`src/rtl/core/ard_pkg.sv`:
```
// Shared types and constants for the aligned range decomposer.
`timescale 1ns / 1ps

package ard_pkg;

  localparam int unsigned FIELD_W     = 32;
  localparam int unsigned LEVEL_W     = 6;
  localparam int unsigned QUEUE_DEPTH = 2;

  typedef struct packed {
    logic [FIELD_W-1:0] range_low;
    logic [FIELD_W-1:0] range_high;
  } range_t;

  typedef struct packed {
    logic [FIELD_W-1:0] block_start;
    logic [LEVEL_W-1:0] block_level;
    logic               last;
    logic               error;
  } block_t;

endpackage

```
`src/rtl/core/ard_range_if.sv`:
```
// Valid/ready channel that carries one input range item.
`timescale 1ns / 1ps

interface ard_range_if import ard_pkg::*; ();
  logic   valid;
  logic   ready;
  range_t payload;

  modport source (output valid, output payload, input ready);
  modport sink   (input valid, input payload, output ready);
endinterface

```
`src/rtl/core/ard_block_if.sv`:
```
// Valid/ready channel that carries one aligned block item.
`timescale 1ns / 1ps

interface ard_block_if import ard_pkg::*; ();
  logic   valid;
  logic   ready;
  block_t payload;

  modport source (output valid, output payload, input ready);
  modport sink   (input valid, input payload, output ready);
endinterface

```
`src/rtl/core/ard_front.sv`:
```
// Front end: accept range items, check them and turn them into work entries.
`timescale 1ns / 1ps

module ard_front import ard_pkg::*; #(
  parameter int unsigned ADDR_WIDTH = 32,
  parameter int unsigned ENTRY_W    = 2 * ADDR_WIDTH + 3
) (
  ard_range_if.sink           in_ch,
  input  logic                one_based,
  input  logic                q_full,
  output logic                q_push,
  output logic [ENTRY_W-1:0]  q_push_data
);

  localparam int unsigned AW    = ADDR_WIDTH;
  localparam int unsigned REM_W = AW + 1;

  typedef struct packed {
    logic             err;
    logic             bias;
    logic [AW-1:0]    pos;
    logic [REM_W-1:0] rem;
  } entry_t;

  logic [AW-1:0] low;
  logic [AW-1:0] high;
  entry_t        entry;

  assign low  = in_ch.payload.range_low[AW-1:0];
  assign high = in_ch.payload.range_high[AW-1:0];

  always_comb begin
    // Empty range, or a one-based range that would start below zero.
    entry.err  = (low > high) || (one_based && (low == '0));
    entry.bias = one_based;
    entry.pos  = low - {{(AW-1){1'b0}}, one_based};
    entry.rem  = {1'b0, high} - {1'b0, low} + REM_W'(1);
  end

  assign in_ch.ready = !q_full;
  assign q_push      = in_ch.valid && !q_full;
  assign q_push_data = ENTRY_W'(entry);

endmodule

```
`src/rtl/core/ard_queue.sv`:
```
// Short FIFO that decouples the front end from the block generator.
`timescale 1ns / 1ps

module ard_queue import ard_pkg::*; #(
  parameter int unsigned WIDTH = 67
) (
  input  logic             clk,
  input  logic             rst_n,
  input  logic             push,
  input  logic [WIDTH-1:0] push_data,
  output logic             full,
  input  logic             pop,
  output logic [WIDTH-1:0] pop_data,
  output logic             empty
);

  localparam int unsigned PTR_W = $clog2(QUEUE_DEPTH);
  localparam int unsigned CNT_W = PTR_W + 1;

  logic [WIDTH-1:0] mem [QUEUE_DEPTH];
  logic [PTR_W-1:0] wr_ptr_r, wr_ptr_nxt;
  logic [PTR_W-1:0] rd_ptr_r, rd_ptr_nxt;
  logic [CNT_W-1:0] count_r, count_nxt;
  logic             do_push;
  logic             do_pop;

  assign full     = (count_r == CNT_W'(QUEUE_DEPTH));
  assign empty    = (count_r == '0);
  assign do_push  = push && !full;
  assign do_pop   = pop && !empty;
  assign pop_data = mem[rd_ptr_r];

  always_comb begin
    wr_ptr_nxt = do_push ? wr_ptr_r + PTR_W'(1) : wr_ptr_r;
    rd_ptr_nxt = do_pop  ? rd_ptr_r + PTR_W'(1) : rd_ptr_r;
    count_nxt  = count_r + CNT_W'(do_push) - CNT_W'(do_pop);
  end

  always_ff @(posedge clk) begin
    if (!rst_n) begin
      wr_ptr_r <= '0;
      rd_ptr_r <= '0;
      count_r  <= '0;
    end else begin
      wr_ptr_r <= wr_ptr_nxt;
      rd_ptr_r <= rd_ptr_nxt;
      count_r  <= count_nxt;
    end
  end

  always_ff @(posedge clk) begin
    if (do_push) begin
      mem[wr_ptr_r] <= push_data;
    end
  end

endmodule

```
`src/rtl/core/ard_back.sv`:
```
// Back end: walk one range and emit its aligned blocks into an output register.
`timescale 1ns / 1ps

module ard_back import ard_pkg::*; #(
  parameter int unsigned ADDR_WIDTH = 32,
  parameter int unsigned ENTRY_W    = 2 * ADDR_WIDTH + 3
) (
  input  logic               clk,
  input  logic               rst_n,
  input  logic               q_empty,
  input  logic [ENTRY_W-1:0] q_pop_data,
  output logic               q_pop,
  ard_block_if.source        out_ch
);

  localparam int unsigned AW    = ADDR_WIDTH;
  localparam int unsigned REM_W = AW + 1;

  typedef struct packed {
    logic             err;
    logic             bias;
    logic [AW-1:0]    pos;
    logic [REM_W-1:0] rem;
  } entry_t;

  entry_t           head;
  logic             busy_r, busy_nxt;
  logic             err_r;
  logic             bias_r;
  logic [AW-1:0]    pos_r;
  logic [REM_W-1:0] rem_r;
  logic             out_valid_r, out_valid_nxt;
  block_t           out_data_r;

  logic [LEVEL_W-1:0] tz;
  logic [LEVEL_W-1:0] msb;
  logic [LEVEL_W-1:0] level;
  logic [REM_W-1:0]   size;
  logic [AW-1:0]      start;
  logic               finish;
  logic               advance;
  logic               emit;
  block_t             result;

  assign head = entry_t'(q_pop_data);

  always_comb begin
    // Alignment of the current position; position zero is aligned to everything.
    tz = LEVEL_W'(AW);
    for (int i = AW - 1; i >= 0; i--) begin
      if (pos_r[i]) tz = LEVEL_W'(i);
    end
    // Largest power of two that still fits in what is left.
    msb = '0;
    for (int i = 0; i < REM_W; i++) begin
      if (rem_r[i]) msb = LEVEL_W'(i);
    end
    level  = (tz < msb) ? tz : msb;
    size   = REM_W'(1) << level;
    start  = pos_r + {{(AW-1){1'b0}}, bias_r};
    finish = err_r || (rem_r == size);

    if (err_r) begin
      result.block_start = '0;
      result.block_level = '0;
      result.last        = 1'b1;
      result.error       = 1'b1;
    end else begin
      result.block_start = FIELD_W'(start);
      result.block_level = level;
      result.last        = finish;
      result.error       = 1'b0;
    end
  end

  assign advance = !out_valid_r || out_ch.ready;
  assign emit    = busy_r && advance;
  assign q_pop   = !q_empty && (!busy_r || (emit && finish));

  always_comb begin
    busy_nxt = busy_r;
    if (q_pop) begin
      busy_nxt = 1'b1;
    end else if (emit && finish) begin
      busy_nxt = 1'b0;
    end
    out_valid_nxt = out_valid_r;
    if (emit) begin
      out_valid_nxt = 1'b1;
    end else if (out_ch.ready) begin
      out_valid_nxt = 1'b0;
    end
  end

  always_ff @(posedge clk) begin
    if (!rst_n) begin
      busy_r      <= 1'b0;
      out_valid_r <= 1'b0;
    end else begin
      busy_r      <= busy_nxt;
      out_valid_r <= out_valid_nxt;
    end
  end

  always_ff @(posedge clk) begin
    if (q_pop) begin
      err_r  <= head.err;
      bias_r <= head.bias;
      pos_r  <= head.pos;
      rem_r  <= head.rem;
    end else if (emit) begin
      pos_r <= pos_r + size[AW-1:0];
      rem_r <= rem_r - size;
    end
    if (emit) begin
      out_data_r <= result;
    end
  end

  assign out_ch.valid   = out_valid_r;
  assign out_ch.payload = out_data_r;

endmodule

```
`src/rtl/core/aligned_range_decomposer_core.sv`:
```
// Top level of the aligned power-of-two range decomposer.
// Path: each accepted item passes through the queue and the walker registers, and its blocks leave the output register.
// Throughput: one block per cycle while the output accepts; an item yields 1 to
// 2*ADDR_WIDTH-2 blocks (62 at 32 bits), an error item yields one.
// Reset: synchronous active-low rst_n clears the queue, walker and output valid, and
// sets one_based to 0. No memory clearing pass is needed.
`timescale 1ns / 1ps

module aligned_range_decomposer_core import ard_pkg::*; #(
  parameter int unsigned ADDR_WIDTH = 32
) (
  input  logic        clk,
  input  logic        rst_n,
  ard_range_if.sink   in_ch,
  ard_block_if.source out_ch,
  input  logic        cfg_wr_en,
  input  logic        cfg_wr_data
);

  // Queue entry: error flag, bias, lowered start position, remaining length.
  localparam int unsigned ENTRY_W = 2 * ADDR_WIDTH + 3;

  logic               one_based_r;
  logic               q_push;
  logic [ENTRY_W-1:0] q_push_data;
  logic               q_full;
  logic               q_pop;
  logic [ENTRY_W-1:0] q_pop_data;
  logic               q_empty;

  // Hold the mode bit; the user must write it only while the block is idle, the block itself does not enforce this.
  always_ff @(posedge clk) begin
    if (!rst_n) begin
      one_based_r <= 1'b0;
    end else if (cfg_wr_en) begin
      one_based_r <= cfg_wr_data;
    end
  end

  // Classify each item: drop bad ranges to a single error entry, lower one-based bounds.
  ard_front #(
    .ADDR_WIDTH (ADDR_WIDTH),
    .ENTRY_W    (ENTRY_W)
  ) u_front (
    .in_ch       (in_ch),
    .one_based   (one_based_r),
    .q_full      (q_full),
    .q_push      (q_push),
    .q_push_data (q_push_data)
  );

  // Buffer classified items so the front keeps accepting while blocks stream out.
  ard_queue #(
    .WIDTH (ENTRY_W)
  ) u_queue (
    .clk       (clk),
    .rst_n     (rst_n),
    .push      (q_push),
    .push_data (q_push_data),
    .full      (q_full),
    .pop       (q_pop),
    .pop_data  (q_pop_data),
    .empty     (q_empty)
  );

  // Advance one aligned block per cycle while the output accepts, largest aligned block that still fits.
  ard_back #(
    .ADDR_WIDTH (ADDR_WIDTH),
    .ENTRY_W    (ENTRY_W)
  ) u_back (
    .clk        (clk),
    .rst_n      (rst_n),
    .q_empty    (q_empty),
    .q_pop_data (q_pop_data),
    .q_pop      (q_pop),
    .out_ch     (out_ch)
  );

endmodule

```
`src/flat_wrapper.sv`:
```
// flat-port wrapper written by rule: the top's interface ports become plain ports
module aligned_range_decomposer_core_flat import ard_pkg::*;
#(
  parameter int unsigned ADDR_WIDTH = 32
)
  (clk, rst_n, cfg_wr_en, cfg_wr_data, in_ch_valid, in_ch_payload, in_ch_ready, out_ch_valid, out_ch_payload, out_ch_ready);
  ard_range_if in_ch_i ();
  ard_block_if out_ch_i ();
  input  logic clk;
  input  logic rst_n;
  input  logic cfg_wr_en;
  input  logic cfg_wr_data;
  input wire logic [$bits(in_ch_i.valid)-1:0] in_ch_valid;
  input wire logic [$bits(in_ch_i.payload)-1:0] in_ch_payload;
  output wire logic [$bits(in_ch_i.ready)-1:0] in_ch_ready;
  output wire logic [$bits(out_ch_i.valid)-1:0] out_ch_valid;
  output wire logic [$bits(out_ch_i.payload)-1:0] out_ch_payload;
  input wire logic [$bits(out_ch_i.ready)-1:0] out_ch_ready;
  assign in_ch_i.valid = in_ch_valid;
  assign in_ch_i.payload = in_ch_payload;
  assign in_ch_ready = in_ch_i.ready;
  assign out_ch_valid = out_ch_i.valid;
  assign out_ch_payload = out_ch_i.payload;
  assign out_ch_i.ready = out_ch_ready;
  aligned_range_decomposer_core #(.ADDR_WIDTH(ADDR_WIDTH)) u_core (.clk(clk), .rst_n(rst_n), .in_ch(in_ch_i), .out_ch(out_ch_i), .cfg_wr_en(cfg_wr_en), .cfg_wr_data(cfg_wr_data));
endmodule
```
`config.mk`:
```
export PLATFORM = sky130hd
export DESIGN_NAME = aligned_range_decomposer_core_flat
export DESIGN_NICKNAME = d
export VERILOG_FILES = /design/src/rtl/core/ard_pkg.sv /design/src/rtl/core/ard_range_if.sv /design/src/rtl/core/ard_block_if.sv /design/src/rtl/core/ard_front.sv /design/src/rtl/core/ard_queue.sv /design/src/rtl/core/ard_back.sv /design/src/rtl/core/aligned_range_decomposer_core.sv /design/src/flat_wrapper.sv
export SDC_FILE = /design/constraint.sdc
export NUM_CORES = 1
export LEC_CHECK = 0
export BUFFER_PORTS_ARGS = -buffer_cell sky130_fd_sc_hd__buf_2
export CAP_MARGIN = 10
export CORE_ASPECT_RATIO = 1.25
export CORE_MARGIN = 5
export CORE_UTILIZATION = 30
export CTS_CLUSTER_SIZE = 14
export DETAILED_ROUTE_END_ITERATION = 8
export GPL_TIMING_DRIVEN = 0
export HOLD_SLACK_MARGIN = 0.15
export MAX_ROUTING_LAYER = met4
export PLACE_DENSITY_LB_ADDON = 0.1
export SLEW_MARGIN = 20
export SYNTH_ARGS = -nofsm -noshare
export SYNTH_HDL_FRONTEND = slang
export SYNTH_SLANG_ARGS = --single-unit
```
`constraint.sdc`:
```
create_clock -name clk -period 6.8 [get_ports clk]
set_input_delay 0.34 -clock clk [delete_from_list [all_inputs] [get_ports clk]]
set_output_delay 0.34 -clock clk [all_outputs]
set_load 0.02 [all_outputs]
```
==> results.md, run 1 <==
- Fin. max-slew vios: 0
- Fill count: 5781
- Worst Reg2Reg Path Length in Cells: 32
- Final std cells w/o fill: 2869
- Synth Register Bits: 249
- Distinct cells, synth: 74
- Number of synthesized flops with an enable pin: 241
- Routed vias/inst: 5.06
- Initial antenna violation count: 0
- Buffers on Ports: 111
- Die Y-Extent: 281 µm
- CTS H-tree depth: 1
- Largest net degree at the start of global routing: 43
- Worst min-delay path startpoint: in_ch_payload[49]
- Initial drt markers: 941
- Initial Util: 30.3%
- Most used cell, CP: nor2_4
- Launching point of the worst reg2reg path: u_core.u_back.rem_r[11]$_DFFE_PP_
- Die Area: 63900 µm²
- ANT cells: 0
- Post-route cell area: 22800 µm²
- Tightest Pin Transition: 1.13 ns
- Yosys top cell area share: 40.9%
- Area contributors post-synth: edfxtp_1 41%, ha_1 12%, xnor2_1 4.8%
- Avg Cell Area, Syn: 9.80 µm²
- # setup viols final: 0
- Total track usage: 19.0%
- Rel. slew slack: 24.2%
- Core area: 58300 µm²
- Maxcap violations: 0
- Mapped Cells: 1804
- Worst Skew: 0.0195 ns
- DR DRC count: 0
- # rows: 99
- Vias in the first global route: 14900
- Post-synth ARST share: 0%
- Clock Sinks: 249
- Area leader, netlist: edfxtp_1
- LEAKAGE: 9.29 nW
- Placed Cells: 2678
- Unrepaired setup endpoints after global routing: yes
- Final Core Density: 39.1%
- Clock transition at path regs: 0.07 ns
- Net Count, Synth: 2044
- CTS root buf: clkbuf_16
- WHS Endpoint: u_core.u_queue.mem[1][50]$_DFFE_PP_
- CP Launch Type: flop
- Area post-placement: 19500 µm²
- Post-route minimum period: 6.74 ns
- Kind of critical path: reg2reg
- First-pass GRT wire length: 90600 µm
- Fmax achieved: 148 MHz
- Worst-Skew Late Latency: 0.57 ns
- Hold Vio Cnt, Final: 0
- Synth warn: 0
- Max VDD drop: 172 µV
- CTS tree: yes
- Detail Route Antenna Nets: 0
- Worst path max stage delay: 0.53 ns
- Area grow syn2layout: 28.9%
- Final HPWL DP: 47500 µm
- Pwr Density: 453 nW/µm²
- Post-Syn Area: 17700 µm²
- Crit end category: flop
- Total gr overflow: 0
- GPL Wtd Cong: 0.914
- Routed vias: 14500
- Worst hold path type: in2reg
- Fin crit share: 99.1%
- Hold depth: 2
- Sequential share of the synthesized area: 41.8%
- Chip width: 227 µm
- Max clock buf depth: 3
- Share of layout cells above drive strength 1: 24.1%
- Pre-antenna DRT Iters: 5
- Drt total wl: 62100 µm
- Slowest CP cell: or3_4
- Run status: finished, final reports clean
- Top-Level Pins: 112
- Ys flop type: edfxtp_1
- Wire per inst: 21.6 µm
- WP data required: 7.07 ns
- R2R Setup Slk: 0.06 ns
- Crit path DAT: 7.01 ns
- CP max FO: 8
- CTS buffer count: 28
- R2R Path End: u_core.u_back.rem_r[13]$_DFFE_PP_
- Nets: 2331
registers in the layout, summed over array words and instances, names as in the netlist, named ones only:
register,flops
u_core.u_queue.rd_ptr_r,1
u_core.u_back.err_r,1
u_core.u_back.out_ch.valid,1
u_core.u_queue.wr_ptr_r,1
u_core.u_back.busy_r,1
u_core.u_back.rem_r,33
u_core.u_back.pos_r,32
u_core.u_back.bias_r,1
u_core.u_queue.mem,134
u_core.u_back.out_ch.payload,40
u_core.one_based_r,1
u_core.u_queue.count_r,2
worst max-delay path: cells and delay by family (launching register included):
family          cells  cell delay [ns]
flops               1             0.48
simple gates       15             2.93
fa+ha+maj           2             0.52
compound gates      6             1.36
buf+inv             9             1.14
cells by family (layout without fill, tap and decap cells):
kind of cell | count (synthesis) | count (layout) | share of synthesized area [%]
simple gates | 572 | 573 | 15.8
xor+xnor | 142 | 142 | 7.07
buf+inv | 197 | 504 | 4.66
fa+ha+maj | 170 | 170 | 12.2
flops | 249 | 249 | 41.8
mux | 55 | 55 | 3.19
compound gates | 419 | 419 | 15.3
per-stage QoR:
stage	setup slack, ns	TNS [ns]	hold WS (ns)	total power [mW]
2_1_floorplan	0.0184	0	0.457	5.89
6_report	0.0611	0	0.186	10.3
3_5_place_dp	-2.03	-219.16	0.541	7.48
4_1_cts	-0.0307	-0.402	0.153	9.90
5_1_grt	-0.106	-4.97	0.178	11.0
3_3_place_gp	-2.74	-285.39	0.528	7.44
how the worst max path moves through the flow:
stage                                 startpoint                                    to
2_1_floorplan  u_core.u_back.pos_r[14]$_DFFE_PP_      u_core.u_back.pos_r[0]$_DFFE_PP_
3_3_place_gp   u_core.u_back.rem_r[11]$_DFFE_PP_      u_core.u_back.rem_r[8]$_DFFE_PP_
3_5_place_dp   u_core.u_back.rem_r[11]$_DFFE_PP_  u_core.u_queue.count_r[1]$_SDFF_PN0_
4_1_cts        u_core.u_back.pos_r[11]$_DFFE_PP_     u_core.u_back.rem_r[10]$_DFFE_PP_
5_1_grt        u_core.u_back.rem_r[11]$_DFFE_PP_  u_core.u_queue.count_r[1]$_SDFF_PN0_
6_report       u_core.u_back.rem_r[11]$_DFFE_PP_     u_core.u_back.rem_r[13]$_DFFE_PP_
Yosys cell counts (31+ instances only):
| master | n |
|---|---|
| nor2_1 | 163 |
| a21o_1 | 51 |
| xor2_1 | 44 |
| nand2_1 | 134 |
| a21oi_1 | 133 |
| nor2b_1 | 45 |
| nand3_1 | 49 |
| xnor2_1 | 97 |
| edfxtp_1 | 241 |
| clkbuf_1 | 31 |
| ha_1 | 167 |
| mux2i_1 | 44 |
| inv_1 | 145 |
| o21ai_0 | 77 |
layer usage:
metal	wire length (µm)	global-route usage [%]
met5	0	-
met4	2100	5.51
met3	1790	1.53
met2	32200	34.4
met1	26000	22.6
layout make-up:
cell class | count | area (µm²) | share of cell area, %
Clock buffer | 37 | 756 | 3.31
Buffer | 43 | 273 | 1.20
Inverter | 146 | 561 | 2.46
Timing Repair Buffer | 264 | 2010 | 8.80
Tap cell | 757 | 947 | 4.15
Sequential cell | 249 | 7400 | 32.4
Clock inverter | 14 | 156 | 0.686
Multi-Input combinational cell | 1359 | 10700 | 47.0
report_power, final:
part / total, mW / switching (mW) / internal, mW / leakage, nW
registers: 2.87 / 0.462 / 2.41 / 2.35
logic: 5.90 / 3.44 / 2.46 / 6.49
clock network: 1.55 / 0.653 / 0.896 / 0.445
cells in the final DEF (no fill, tap or decap), types with 22 or more instances in the layout:
cell	count
edfxtp_1	241
o21ai_0	68
nand3_1	44
a21oi_1	129
nand2_1	114
xor2_1	44
a21o_1	49
inv_1	140
xnor2_1	96
nor3_1	22
clkbuf_16	32
nand2b_1	22
nor2_1	142
nor2b_1	44
clkbuf_1	29
mux2i_1	43
ha_1	139
buf_2	121
buf_4	116
nand4_1	24
timing repair:
item / in CTS / in global routing
setup endpoints to repair: 138 / 134
hold endpoints to repair: 12 / 0
hold buffers: 7 / 0
pin swaps: 51 / 57
resized for setup: 173 / 80
gates cloned: 1 / 4
buffers inserted: 86 / 50
Note: power is estimated with default switching activity, not from simulation.
==> run 2, diff against run 1 <==
--- a/config.mk
+++ b/config.mk
@@ -6,7 +6,7 @@
 export NUM_CORES = 1
 export LEC_CHECK = 0
 export BUFFER_PORTS_ARGS = -buffer_cell sky130_fd_sc_hd__buf_2
-export CAP_MARGIN = 10
+export CAP_MARGIN = 20
 export CORE_ASPECT_RATIO = 1.25
 export CORE_MARGIN = 5
 export CORE_UTILIZATION = 30
==> constraint.sdc (replaced) <==
create_clock -name clk -period 7.2 [get_ports clk]
set_input_delay 0.36 -clock clk [delete_from_list [all_inputs] [get_ports clk]]
set_output_delay 0.36 -clock clk [all_outputs]
set_load 0.02 [all_outputs]
==> run 2 against run 1 <==
Clock skew down 0.0022 ns. Cell count decreased by 2.8%. Core utilization down 2.1 points. Via count down 3.8%. Die area unchanged. Non-clock buffer count is 82 lower. Flip-flop and latch count is the same. Global-route usage down 0.64 points. Maximum frequency is 4.3% lower. Critical endpoint is now u_core.u_queue.count_r[1]$_SDFF_PN0_.
==> results.md, run 2 (synthesis results as in run 1) <==
- Run status: finished, final reports clean
- Die Area: 63900 µm² (unchanged)
- Busiest metal layer after global routing: met2
- Routed vias: 14000 (-3.8%)
- Tightest Pin Transition: 1.06 ns (-0.0648 ns)
- Worst Reg2Reg Path Length in Cells: 34 (+6.3%)
- Fmax achieved: 142 MHz (-4.3%)
- Crit path launch: u_core.u_back.pos_r[11]$_DFFE_PP_
- WP data required: 7.66 ns (+0.59 ns)
- Final HPWL DP: 46600 µm (-1.8%)
- Slowest CP cell: or4_4
- Hold Vio Cnt, Final: 0 (unchanged)
- CTS buffer count: 29 (+3.6%)
- Internal power: 5.00 mW (-13%)
- Share of layout cells above drive strength 1: 18.3% (-5.8 points)
- Tightest hold margin: 0.181 ns (-0.00427 ns)
- CP Launch Type: flop
- Launching point of the worst reg2reg path: u_core.u_back.pos_r[11]$_DFFE_PP_
- Logic pwr share: 54.6% (-2.6 points)
- GPL Wtd Cong: 0.899 (-1.6%)
- Drt total wl: 58700 µm (-5.4%)
- Routed vias/inst: 5.01 (-1.0%)
- Crit path depth: 34 (+6.3%)
- Max VDD drop: 214 µV (+24%)
- Maxcap violations: 0 (unchanged)
- Area grow syn2layout: 21.9%
- DR DRC count: 0 (unchanged)
- Fin crit share: 97.8% (-1.3 points)
- Grt met2 use: 33.1% (-1.3 points)
- Top-Level Pins: 112 (unchanged)
- Worst hold path type: in2reg
- CTS H-tree depth: 1 (unchanged)
- CTS root buf: clkbuf_16
- Worst-Skew Late Latency: 0.57 ns (about the same)
- Commonest non-fill, non-tap cells in the layout: 241 x edfxtp_1, 149 x ha_1, 147 x nor2_1, 144 x inv_1, 130 x a21oi_1
- Sw Share: 44.7% (+0.55 points)
- Detail Route Antenna Nets: 0 (unchanged)
- Buffers on Ports: 111 (unchanged)
- Initial drt markers: 872 (-7.3%)
- CP max FO: 11 (+3)
- Setup tns final: 0 ns (unchanged)
- Fin. max-slew vios: 0 (unchanged)
- # setup viols final: 0 (unchanged)
- LEAKAGE: 8.72 nW (-6.1%)
- Global Route met1 Usage: 22.0% (-0.58 points)
- Clock transition at path regs: 0.06 ns (about the same)
- Wire per inst: 21.1 µm (-2.7%)
- Total gr overflow: 0 (unchanged)
- Unrepaired setup endpoints after global routing: yes
- Initial Util: 30.3% (unchanged)
- CTS tree: yes
- Worst Skew: 0.0173 ns (-0.00220 ns)
- Clock Sinks: 249 (unchanged)
- Hold depth: 2 (unchanged)
- First-pass GRT wire length: 87600 µm (-3.4%)
- Max reg flops: 134 (unchanged)
- Chip width: 227 µm (unchanged)
- Die Y-Extent: 281 µm (unchanged)
- Total track usage: 18.4% (-0.64 points)
- Nets: 2250 (-3.5%)
- Reg power frac: 29.8% (+2.0 points)
- R2R Setup Slk: 0.16 ns (+0.10 ns)
- Clk pwr share: 15.6% (+0.6 points)
- Crit end category: flop
- Post-route minimum period: 7.04 ns (+0.304 ns)
- WP buf/inv: 10 (+1)
- Most used cell, CP: buf_4
- R2R Path End: u_core.u_queue.count_r[1]$_SDFF_PN0_
- Largest net degree at the start of global routing: 49 (+14%)
- Worst path max stage delay: 0.57 ns (+0.04 ns)
- Commonest non-fill, non-tap cell in the layout: edfxtp_1
- Core area: 58300 µm² (unchanged)
- Worst min-delay path startpoint: in_ch_payload[55]
- M3 GR Usage: 1.45% (-0.083 points)
- Max clock buf depth: 3 (unchanged)
- Pre-antenna DRT Iters: 5 (unchanged)
- Rel. slew slack: 28.8% (+4.6 points)
- Vias in the first global route: 14300 (-4.0%)
- Setup crit end: u_core.u_queue.count_r[1]$_SDFF_PN0_
- Kind of critical path: reg2reg
- Largest register by flop count: u_core.u_queue.mem
- Cell family with most CP delay: simple AND/OR/NAND/NOR gates
- Psw: 4.04 mW (-11%)
- Pwr Density: 420 nW/µm² (-7.4%)
- Design Power: 9.04 mW (-12%)
- Crit path DAT: 7.50 ns (+0.49 ns)
- Initial antenna violation count: 1 (+1)
- # rows: 99 (unchanged)
==> run 2: what timing repair did <==
action / 4_1_cts / 5_1_grt
setup endpoints to repair: 138 / 116
pin swaps: 20 / 26
hold endpoints to repair: 8 / 0
buffers inserted: 32 / 24
hold buffers: 5 / 0
resized for setup: 103 / 51
cloned: 1 / 0
==> run 2: area by class of cell <==
cell class                      instances  area (µm²)
Antenna cell                            1        2.50
Timing Repair Buffer                  178        1200
Sequential cell                       249        7400
Multi-Input combinational cell       1359       10300
Clock inverter                         22         158
Tap cell                              757         947
Clock buffer                           30         729
Inverter                              146         553
Buffer                                 47         294
Fill cell                            5889       36800
==> run 2: worst register-to-register path: cells and delay by family, from the launching register on <==
kind	cells	cell delay (ns)
xor gates and xnor gates	2	0.22
DFF	1	0.38
AOI/OAI and AO/OA	7	1.52
buffers and inverters	10	1.32
and+or+nand+nor	11	2.59
adders and majority gates	4	0.91
==> run 2: power groups by stage <==
stage               sequential, mW  combinational [mW]  clock [mW]
finish                        2.70                4.94        1.41
global route                  2.75                5.40        1.51
CTS                           2.68                4.71        1.45
detailed placement            2.69                4.32           0
global placement              2.72                4.25           0
floorplan                     2.62                2.90           0
==> run 2: worst min path at each step <==
stage	end
after global placement	u_core.u_back.busy_r$_SDFFE_PN0P_
after floorplan	u_core.u_queue.mem[0][65]$_DFFE_PP_
after CTS	u_core.u_queue.mem[1][56]$_DFFE_PP_
after detailed placement	u_core.u_back.busy_r$_SDFFE_PN0P_
after global routing	u_core.u_queue.mem[0][56]$_DFFE_PP_
final	u_core.u_queue.mem[1][56]$_DFFE_PP_
==> run 2: layer usage <==
metal  part of all wire (%)  vias to the layer above  wire length (µm)
li1                       -                     6968                 -
met1                     42                     6650             24800
met2                     51                      266             30200
met3                    3.0                       94              1760
met4                    3.2                        0              1880
met5                      0                        -                 0
==> run 2: per-stage QoR <==
step                      cells  utilization (%)  area [µm²]  setup slack, ns
after global placement     2672             32.9       19200            -2.88
after floorplan            1804                -       17700           0.0391
after CTS                  2764             36.2       21100          -0.0416
after global routing       2789             36.9       21600          -0.0695
after detailed placement   2678             33.2       19400            -2.23
final                      2789             36.9       21600            0.158
